==> src/hw/rtl/fsr_pkg.sv <==
// Shared types and constants for the flag set reducer.
// Has no dependencies; imported by fsr_most_table and flag_set_reducer_core.
package fsr_pkg;

    // Combine modes held in the combine_mode register.
    typedef enum logic [2:0] {
        MODE_OR   = 3'd0,
        MODE_AND  = 3'd1,
        MODE_MIN  = 3'd2,
        MODE_MAX  = 3'd3,
        MODE_MOST = 3'd4
    } fsr_mode_t;

    localparam int CFG_ADDR_BITS = 3;
    localparam int CFG_DATA_BITS = 32;
    localparam int MODE_BITS     = 3;

    // Register index, taken from paddr bit 2 (registers sit on 4-byte steps).
    localparam logic [0:0] REG_COMBINE_MODE = 1'b0;

    localparam int IN_FLAG_BITS  = 32;
    localparam int OUT_FLAG_BITS = 32;
    localparam int OUT_COUNT_BITS = 16;
    localparam int OUT_DATA_BITS = 48;

    // Control from the core to the most-frequent-value table.
    typedef struct packed {
        logic take;     // one pixel enters the table this cycle
        logic restart;  // forget all entries after this cycle
    } fsr_tbl_ctl_t;

endpackage

==> src/hw/rtl/fsr_most_table.sv <==
// Distinct-value table for the most-frequent-value mode, with a running best.
// Depends on fsr_pkg.
module fsr_most_table
    import fsr_pkg::*;
#(
    parameter int FLAG_BITS  = 32,
    parameter int COUNT_BITS = 16,
    parameter int ENTRIES    = 16
)
(
    input  logic                  clk,
    input  logic                  rst_n,
    input  fsr_tbl_ctl_t          ctl,
    input  logic [FLAG_BITS-1:0]  value,
    output logic [FLAG_BITS-1:0]  best_flag,
    output logic [COUNT_BITS-1:0] best_count,
    output logic                  overflow
);

    localparam int USED_BITS = $clog2(ENTRIES + 1);

    logic [FLAG_BITS-1:0]  table_reg [ENTRIES];
    logic [COUNT_BITS-1:0] counts_reg [ENTRIES];
    logic [USED_BITS-1:0]  used_reg;
    logic [FLAG_BITS-1:0]  best_flag_reg;
    logic [COUNT_BITS-1:0] best_count_reg;
    logic                  overflow_reg;

    logic [ENTRIES-1:0]    match;
    logic                  hit;
    logic [COUNT_BITS-1:0] hit_count;
    logic [COUNT_BITS-1:0] new_count;
    logic                  full;
    logic                  insert;
    logic                  update;
    logic                  better;

    // Entries are distinct, so at most one matches and an OR selects its count.
    always_comb
    begin
        hit_count = '0;
        for (int i = 0; i < ENTRIES; i++)
        begin
            match[i] = (USED_BITS'(i) < used_reg) && (table_reg[i] == value);
            if (match[i])
            begin
                hit_count = hit_count | counts_reg[i];
            end
        end
    end

    assign hit       = |match;
    assign full      = (used_reg == USED_BITS'(ENTRIES));
    assign new_count = !hit ? COUNT_BITS'(1)
                     : (hit_count == '1) ? hit_count : hit_count + COUNT_BITS'(1);
    assign insert    = ctl.take && !hit && !full;
    assign update    = ctl.take && (hit || !full);

    // Only one entry changes per pixel, so the best over the table is the
    // better of the old best and the entry just updated.
    assign better = update && ((new_count > best_count_reg) ||
                    ((new_count == best_count_reg) && (value < best_flag_reg)));

    assign best_flag  = better ? value : best_flag_reg;
    assign best_count = better ? new_count : best_count_reg;
    assign overflow   = overflow_reg || (ctl.take && !hit && full);

    always_ff @(posedge clk)
    begin
        for (int i = 0; i < ENTRIES; i++)
        begin
            if (ctl.take && match[i])
            begin
                counts_reg[i] <= new_count;
            end
            else if (insert && (USED_BITS'(i) == used_reg))
            begin
                table_reg[i]  <= value;
                counts_reg[i] <= COUNT_BITS'(1);
            end
        end
    end

    always_ff @(posedge clk or negedge rst_n)
    begin
        if (!rst_n)
        begin
            used_reg       <= '0;
            best_flag_reg  <= '0;
            best_count_reg <= '0;
            overflow_reg   <= 1'b0;
        end
        else if (ctl.restart)
        begin
            used_reg       <= '0;
            best_flag_reg  <= '0;
            best_count_reg <= '0;
            overflow_reg   <= 1'b0;
        end
        else
        begin
            if (insert)
            begin
                used_reg <= used_reg + USED_BITS'(1);
            end
            best_flag_reg  <= best_flag;
            best_count_reg <= best_count;
            overflow_reg   <= overflow;
        end
    end

endmodule

==> src/hw/rtl/flag_set_reducer_core.sv <==
// Top level of the flag set reducer: stream ports, APB register, running
// reduction and result register. Depends on fsr_pkg and fsr_most_table.
//
// The block reduces the flags of one source's pixels, one pixel per input
// transfer, and emits one result transfer after the transfer marked tlast.
// It takes one input transfer per clock unless a tlast transfer is stalled
// in the input register. Each transfer is held in an input register while
// the running accumulators and the parallel compare against all table
// entries update; the result lands in an output register. While a
// result waits on m_axis_tready, later pixels keep flowing; only the next
// tlast transfer waits for the output register to drain. combine_mode may be
// written only while no transfer is in flight; a write restarts the source.
module flag_set_reducer_core
    import fsr_pkg::*;
#(
    parameter int FLAG_BITS    = 32,
    parameter int COUNT_BITS   = 16,
    parameter int MOST_ENTRIES = 16
)
(
    input  logic                     clk,
    input  logic                     rst_n,

    input  logic                     s_axis_tvalid,
    output logic                     s_axis_tready,
    input  logic [IN_FLAG_BITS-1:0]  s_axis_tdata,   // flag_value[31:0]
    input  logic                     s_axis_tuser,   // no_pixel
    input  logic                     s_axis_tlast,   // last_pixel

    output logic                     m_axis_tvalid,
    input  logic                     m_axis_tready,
    output logic [OUT_DATA_BITS-1:0] m_axis_tdata,   // combined_flag[31:0], pixel_count[47:32]
    output logic                     m_axis_tuser,   // table_overflow
    output logic                     m_axis_tlast,

    input  logic                     psel,
    input  logic                     penable,
    input  logic                     pwrite,
    input  logic [CFG_ADDR_BITS-1:0] paddr,
    input  logic [CFG_DATA_BITS-1:0] pwdata,
    output logic [CFG_DATA_BITS-1:0] prdata,
    output logic                     pready
);

    logic [MODE_BITS-1:0]  mode_reg;

    logic                  stage_valid_reg;
    logic [FLAG_BITS-1:0]  stage_flag_reg;
    logic                  stage_nopix_reg;
    logic                  stage_last_reg;

    logic [FLAG_BITS-1:0]  run_flag_reg;
    logic [FLAG_BITS-1:0]  run_flag_next;
    logic [COUNT_BITS-1:0] run_count_reg;
    logic [COUNT_BITS-1:0] run_count_next;

    logic                  out_valid_reg;
    logic [FLAG_BITS-1:0]  out_flag_reg;
    logic [COUNT_BITS-1:0] out_count_reg;
    logic                  out_ovf_reg;

    logic                  cfg_wr;
    logic                  in_accept;
    logic                  stage_go;
    logic                  pix;
    logic [COUNT_BITS-1:0] count_inc;
    logic [FLAG_BITS-1:0]  flag_after;
    logic [COUNT_BITS-1:0] count_after;
    logic [FLAG_BITS-1:0]  res_flag;
    logic [COUNT_BITS-1:0] res_count;
    logic                  res_ovf;
    logic [FLAG_BITS-1:0]  start_flag;
    logic [FLAG_BITS-1:0]  new_start_flag;

    fsr_tbl_ctl_t          tbl_ctl;
    logic [FLAG_BITS-1:0]  tbl_flag;
    logic [COUNT_BITS-1:0] tbl_count;
    logic                  tbl_ovf;

    // Configuration port.
    assign pready = 1'b1;
    assign cfg_wr = psel && penable && pwrite && pready && (paddr[2] == REG_COMBINE_MODE);

    always_comb
    begin
        prdata = '0;
        if (paddr[2] == REG_COMBINE_MODE)
        begin
            prdata = CFG_DATA_BITS'(mode_reg);
        end
    end

    always_ff @(posedge clk or negedge rst_n)
    begin
        if (!rst_n)
        begin
            mode_reg <= MODE_OR;
        end
        else if (cfg_wr)
        begin
            mode_reg <= pwdata[MODE_BITS-1:0];
        end
    end

    // Input register. A tlast transfer moves on only when the result
    // register is free or draining in the same cycle.
    assign stage_go      = stage_valid_reg &&
                           (!stage_last_reg || !out_valid_reg || m_axis_tready);
    assign s_axis_tready = !stage_valid_reg || stage_go;
    assign in_accept     = s_axis_tvalid && s_axis_tready;

    always_ff @(posedge clk or negedge rst_n)
    begin
        if (!rst_n)
        begin
            stage_valid_reg <= 1'b0;
        end
        else if (in_accept)
        begin
            stage_valid_reg <= 1'b1;
        end
        else if (stage_go)
        begin
            stage_valid_reg <= 1'b0;
        end
    end

    always_ff @(posedge clk)
    begin
        if (in_accept)
        begin
            stage_flag_reg  <= FLAG_BITS'(s_axis_tdata);
            stage_nopix_reg <= s_axis_tuser;
            stage_last_reg  <= s_axis_tlast;
        end
    end

    // Running reduction for the OR, AND, MIN and MAX modes.
    assign pix       = stage_go && !stage_nopix_reg;
    assign count_inc = (run_count_reg == '1) ? run_count_reg
                                             : run_count_reg + COUNT_BITS'(1);

    always_comb
    begin
        flag_after  = run_flag_reg;
        count_after = run_count_reg;
        if (pix)
        begin
            case (mode_reg)
                MODE_OR:
                begin
                    if (stage_flag_reg != '0)
                    begin
                        flag_after  = run_flag_reg | stage_flag_reg;
                        count_after = count_inc;
                    end
                end
                MODE_AND:
                begin
                    flag_after  = run_flag_reg & stage_flag_reg;
                    count_after = count_inc;
                end
                MODE_MIN:
                begin
                    if (stage_flag_reg < run_flag_reg)
                    begin
                        flag_after  = stage_flag_reg;
                        count_after = COUNT_BITS'(1);
                    end
                    else if (stage_flag_reg == run_flag_reg)
                    begin
                        count_after = count_inc;
                    end
                end
                MODE_MAX:
                begin
                    if (stage_flag_reg > run_flag_reg)
                    begin
                        flag_after  = stage_flag_reg;
                        count_after = COUNT_BITS'(1);
                    end
                    else if (stage_flag_reg == run_flag_reg)
                    begin
                        count_after = count_inc;
                    end
                end
                default:
                begin
                    flag_after  = run_flag_reg;
                    count_after = run_count_reg;
                end
            endcase
        end
    end

    assign tbl_ctl.take    = pix && (mode_reg == MODE_MOST);
    assign tbl_ctl.restart = cfg_wr || (stage_go && stage_last_reg);

    fsr_most_table #(
        .FLAG_BITS  (FLAG_BITS),
        .COUNT_BITS (COUNT_BITS),
        .ENTRIES    (MOST_ENTRIES)
    ) u_most_table (
        .clk        (clk),
        .rst_n      (rst_n),
        .ctl        (tbl_ctl),
        .value      (stage_flag_reg),
        .best_flag  (tbl_flag),
        .best_count (tbl_count),
        .overflow   (tbl_ovf)
    );

    // Result of the source, including the pixel in the input register.
    always_comb
    begin
        res_flag  = '0;
        res_count = '0;
        res_ovf   = 1'b0;
        case (mode_reg)
            MODE_OR, MODE_AND:
            begin
                res_flag  = flag_after;
                res_count = count_after;
            end
            MODE_MIN, MODE_MAX:
            begin
                res_count = count_after;
                res_flag  = (count_after == '0) ? '0 : flag_after;
            end
            MODE_MOST:
            begin
                res_flag  = tbl_flag;
                res_count = tbl_count;
                res_ovf   = tbl_ovf;
            end
            default:
            begin
                res_flag  = '0;
                res_count = '0;
                res_ovf   = 1'b0;
            end
        endcase
    end

    // AND and MIN start from all ones, the others from zero.
    assign start_flag     = ((mode_reg == MODE_AND) || (mode_reg == MODE_MIN)) ? '1 : '0;
    assign new_start_flag = ((pwdata[MODE_BITS-1:0] == MODE_AND) ||
                             (pwdata[MODE_BITS-1:0] == MODE_MIN)) ? '1 : '0;

    always_comb
    begin
        run_flag_next  = flag_after;
        run_count_next = count_after;
        if (cfg_wr)
        begin
            run_flag_next  = new_start_flag;
            run_count_next = '0;
        end
        else if (stage_go && stage_last_reg)
        begin
            run_flag_next  = start_flag;
            run_count_next = '0;
        end
    end

    always_ff @(posedge clk or negedge rst_n)
    begin
        if (!rst_n)
        begin
            run_flag_reg  <= '0;
            run_count_reg <= '0;
        end
        else
        begin
            run_flag_reg  <= run_flag_next;
            run_count_reg <= run_count_next;
        end
    end

    // Result register.
    always_ff @(posedge clk or negedge rst_n)
    begin
        if (!rst_n)
        begin
            out_valid_reg <= 1'b0;
        end
        else if (stage_go && stage_last_reg)
        begin
            out_valid_reg <= 1'b1;
        end
        else if (m_axis_tready)
        begin
            out_valid_reg <= 1'b0;
        end
    end

    always_ff @(posedge clk)
    begin
        if (stage_go && stage_last_reg)
        begin
            out_flag_reg  <= res_flag;
            out_count_reg <= res_count;
            out_ovf_reg   <= res_ovf;
        end
    end

    assign m_axis_tvalid = out_valid_reg;
    assign m_axis_tdata  = {OUT_COUNT_BITS'(out_count_reg), OUT_FLAG_BITS'(out_flag_reg)};
    assign m_axis_tuser  = out_ovf_reg;
    assign m_axis_tlast  = 1'b1;

endmodule
==> config.mk <==
export PLATFORM = sky130hd
export DESIGN_NAME = flag_set_reducer_core
export DESIGN_NICKNAME = d
export VERILOG_FILES = /design/src/hw/rtl/fsr_pkg.sv /design/src/hw/rtl/fsr_most_table.sv /design/src/hw/rtl/flag_set_reducer_core.sv
export SDC_FILE = /design/constraint.sdc
export NUM_CORES = 2
export LEC_CHECK = 0
export CORE_MARGIN = 1
export CORE_UTILIZATION = 40
export DETAILED_ROUTE_END_ITERATION = 16
export DONT_BUFFER_PORTS = 1
export PLACE_DENSITY = 0.55
export SLEW_MARGIN = 5
export SYNTH_ARGS = -nofsm -noshare
export SYNTH_HDL_FRONTEND = slang
export SYNTH_SLANG_ARGS = --single-unit
==> constraint.sdc <==
create_clock -name clk -period 8.9 [get_ports clk]
set_input_delay 0.445 -clock clk [delete_from_list [all_inputs] [get_ports clk]]
set_output_delay 0.445 -clock clk [all_outputs]
set_load 0.02 [all_outputs]
==> impl_metrics.csv <==
group,metric,value,unit
run_status,status,"finished, violations left",
run_status,violations,"design-rule violations",
floorplan,ios,161,
place,hpwl,86000,um
timing,timing.hold.ws,72.0,ps
clock_tree,cts.sinks,958,
hold_path,holdPathStages,2,
hold_path,hold_path_end,"m_axis_tvalid$_DFFE_PN0P_",
global_routing,antenna_found_initial,1,
floorplan,die_w,343,um
clock_tree,path_clk_slew,70,ps
hold_path,min_from,"m_axis_tready",
job,max-cap-violations,0,
pwr,ir_drop,0.147,mV
timing,finClkSkew,23.4,ps
pwr,power_density,195,nW/um^2
synth,yosysTopAreaCell,"edfxtp_1",
setup_path,critPathCaptureType,"flop",
place,post-place-ws,1330,ps
synth,synth_area_per_cell,12.9,um^2
timing,fin_crit_sh,0.867,
setup_path,crit_fanout,38,
timing,rsz0062_at_grt,"no",
timing,fmax,130,MHz
synth,ys_ff_latch,958,
setup_path,critical-path-slowest-cell,"nor3_2",
setup_path,r2r-end,"u_most_table.best_count_reg[4]$_DFF_PN0_",
timing,setup_viol,0,
global_routing,grt.overflow.total,0,
synth,ys.warnings.count,0,
drt,via_per_inst,5.68,
timing,fin_ws,1180,ps
layout,seq_area,28100,um^2
timing,hold_viol_final,0,
drt,wl_per_cell,26.2,um
timing,slew_headroom,0.158,
place,io_buffers,0,
timing,worstMarginPinSlew,1260,ps
setup_path,cp_common_cell,"buf_4",
synth,synth_top_area_share,0.540,
setup_path,rr_startpoint,"stage_flag_reg[4]$_DFFE_PP_",
synth,yosysMostFrequentCell,"edfxtp_1",
global_routing,track_usage,0.234,
layout,final_nets,3915,
pwr,power,0.0103,W
synth,synthFlopType,"edfxtp_1",
layout,largest_reg_flops,512,
layout,drive_gt1_frac,0.119,
synth,async_flop_share,0.112,
layout,fillCellCount,10200,
global_routing,grt_pass1_wl,202000,um
setup_path,r2r_setup_slack,1180,ps
global_routing,grt_max_degree,108,
layout,diodes,0,
timing,drv_slew,0,
place,gp_congestion,0.851,
synth,synth-seq-area-share,0.605,
global_routing,grt_pass1_vias,29400,
synth,netlist_top_cells_count,"edfxtp_1 (835), xnor2_1 (519), nand4_1 (301)",
setup_path,crit_arrival,8320,ps
layout,synthToLayoutAreaGrowth,13.6,%
clock_tree,cts_tree,"built",
clock_tree,ctsResizeCount,0,
clock_tree,cts_root_buf,"clkbuf_16",
timing,tns,0,ps
drt,ant_nets,0,
floorplan,placementRows,124,
setup_path,r2r_cells,25,
setup_path,critPathRequiredTime,9500,ps
clock_tree,cts_buffers,97,
hold_path,hold_path_class,"primary input to flop",
floorplan,die_h,343,um
synth,synth_area,46400,um^2
drt,wl,138000,um
setup_path,cpPeakStageDelay,870,ps
drt,first_pass_iters,11,
synth,synth.distinct_cells,86,
synth,synth-edff-count,835,
clock_tree,insertion_delay,670,ps
layout,multi_input_area,16800,um^2
setup_path,cp-start-kind,"flop",
synth,syn_inst,3591,
clock_tree,cts_buffer_depth,3,
pwr,power_leakage,17.7,nW
setup_path,crit_type,"flop to flop",
floorplan,start_util,0.405,
drt,vias,30000,
drt,remaining_drc_errors,6,
floorplan,core,115000,um^2
clock_tree,h-tree-depth,3,
timing,finalCriticalPeriod,7720,ps
floorplan,die_area,117000,um^2
synth,synth_area_leaders,"edfxtp_1 (54%), xnor2_1 (9.8%), dfrtp_1 (5.8%), nand4_1 (4.1%), ha_1 (4.0%)",
drt,drtIter0Drc,3049,
[metal layers]
layer / GRT usage / vias up / part of all wire
li1: - / 13400 / -
met1: 0.318 / 15200 / 0.43
met2: 0.387 / 1187 / 0.48
met3: 0.0385 / 226 / 0.072
met4: 0.0649 / 0 / 0.025
met5: 0 / - / 0
[cells in the final DEF, fill, tap and decap left out, types with 11 or more instances in the layout]
| master | n |
|---|---|
| dfxtp_1 | 16 |
| nor2_1 | 166 |
| clkinv_2 | 19 |
| nor2b_1 | 33 |
| mux2i_1 | 36 |
| a221o_1 | 42 |
| o21a_1 | 20 |
| nor4_2 | 25 |
| nor4_4 | 12 |
| a22o_1 | 15 |
| dfrtp_1 | 107 |
| clkbuf_16 | 97 |
| clkinv_1 | 16 |
| edfxtp_1 | 835 |
| buf_12 | 14 |
| buf_4 | 184 |
| clkbuf_1 | 24 |
| o31ai_1 | 14 |
| a21oi_1 | 101 |
| o21ai_0 | 125 |
| conb_1 | 31 |
| dlygate4sd3_1 | 39 |
| o22ai_1 | 69 |
| nand3_1 | 18 |
| o2111ai_1 | 58 |
| nor2_2 | 12 |
| nand2_1 | 53 |
| nor3_1 | 20 |
| nor4_1 | 26 |
| a21o_1 | 26 |
| or3_1 | 11 |
| and3_1 | 23 |
| inv_1 | 192 |
| xor2_1 | 139 |
| ha_1 | 148 |
| nor3_2 | 15 |
| xnor2_1 | 519 |
| nand4_1 | 301 |
| nand2b_1 | 13 |
[metrics by stage]
stage / std cells / util / cell area (um^2)
floorplan: 3620 / - / 46500
global route: 5284 / 0.460 / 52700
detailed placement: 5064 / 0.429 / 49200
CTS: 5284 / 0.460 / 52700
global placement: 5064 / 0.429 / 49200
finish: 5284 / 0.460 / 52700
[repair_timing]
item | CTS | global route
hold buffers | 40 | 0
endpoints found under the hold margin | 145 | 0
buffers inserted | 0 | 0
[cells by family after synthesis]
kind of cell	Yosys count	synth area share
AOI/OAI and AO/OA	554	0.0811
xor gates and xnor gates	659	0.125
and+or+nand+nor	771	0.0954
muxes	40	0.00874
other	2	0.000162
adders and majority gates	148	0.0399
buffers and inverters	459	0.0452
DFF	958	0.605
[report_power, final]
group	leakage, nW	internal, W	total, W	switching, W
sequential	8.75	0.00500	0.00515	0.000148
combinational	7.36	0.000359	0.00103	0.000667
clock	1.55	0.00235	0.00413	0.00178
[cell type report]
type,count,share of cell area
inverters,193,0.0137
clock buffers,126,0.0490
multi-input cells,2203,0.319
clock inverters,54,0.0109
well taps,1512,0.0359
repair buffers,238,0.0394
flip-flops and latches,958,0.532
[worst max-delay path by stage]
stage | startpoint | end | slack [ps] | cells after the start
global route | stage_flag_reg[31]$_DFFE_PP_ | u_most_table.best_count_reg[3]$_DFF_PN0_ | 840 | 25
finish | stage_flag_reg[4]$_DFFE_PP_ | u_most_table.best_count_reg[4]$_DFF_PN0_ | 1180 | 25
global placement | stage_flag_reg[4]$_DFFE_PP_ | u_most_table.best_count_reg[3]$_DFF_PN0_ | 1360 | 25
CTS | stage_flag_reg[4]$_DFFE_PP_ | u_most_table.best_count_reg[4]$_DFF_PN0_ | 1260 | 25
detailed placement | stage_flag_reg[4]$_DFFE_PP_ | u_most_table.best_count_reg[4]$_DFF_PN0_ | 1330 | 25
floorplan | stage_flag_reg[4]$_DFFE_PP_ | out_count_reg[10]$_DFFE_PP_ | 1910 | 31
[critical path: cells and delay by family, from the launching register on]
family,cells,cell delay [ps]
AOI/OAI and AO/OA,5,1030
adders and majority gates,1,260
and+or+nand+nor,11,2800
DFF,1,810
buffers and inverters,6,1880
xor gates and xnor gates,1,170
muxes,1,610
(Power assumes the default switching activity.)
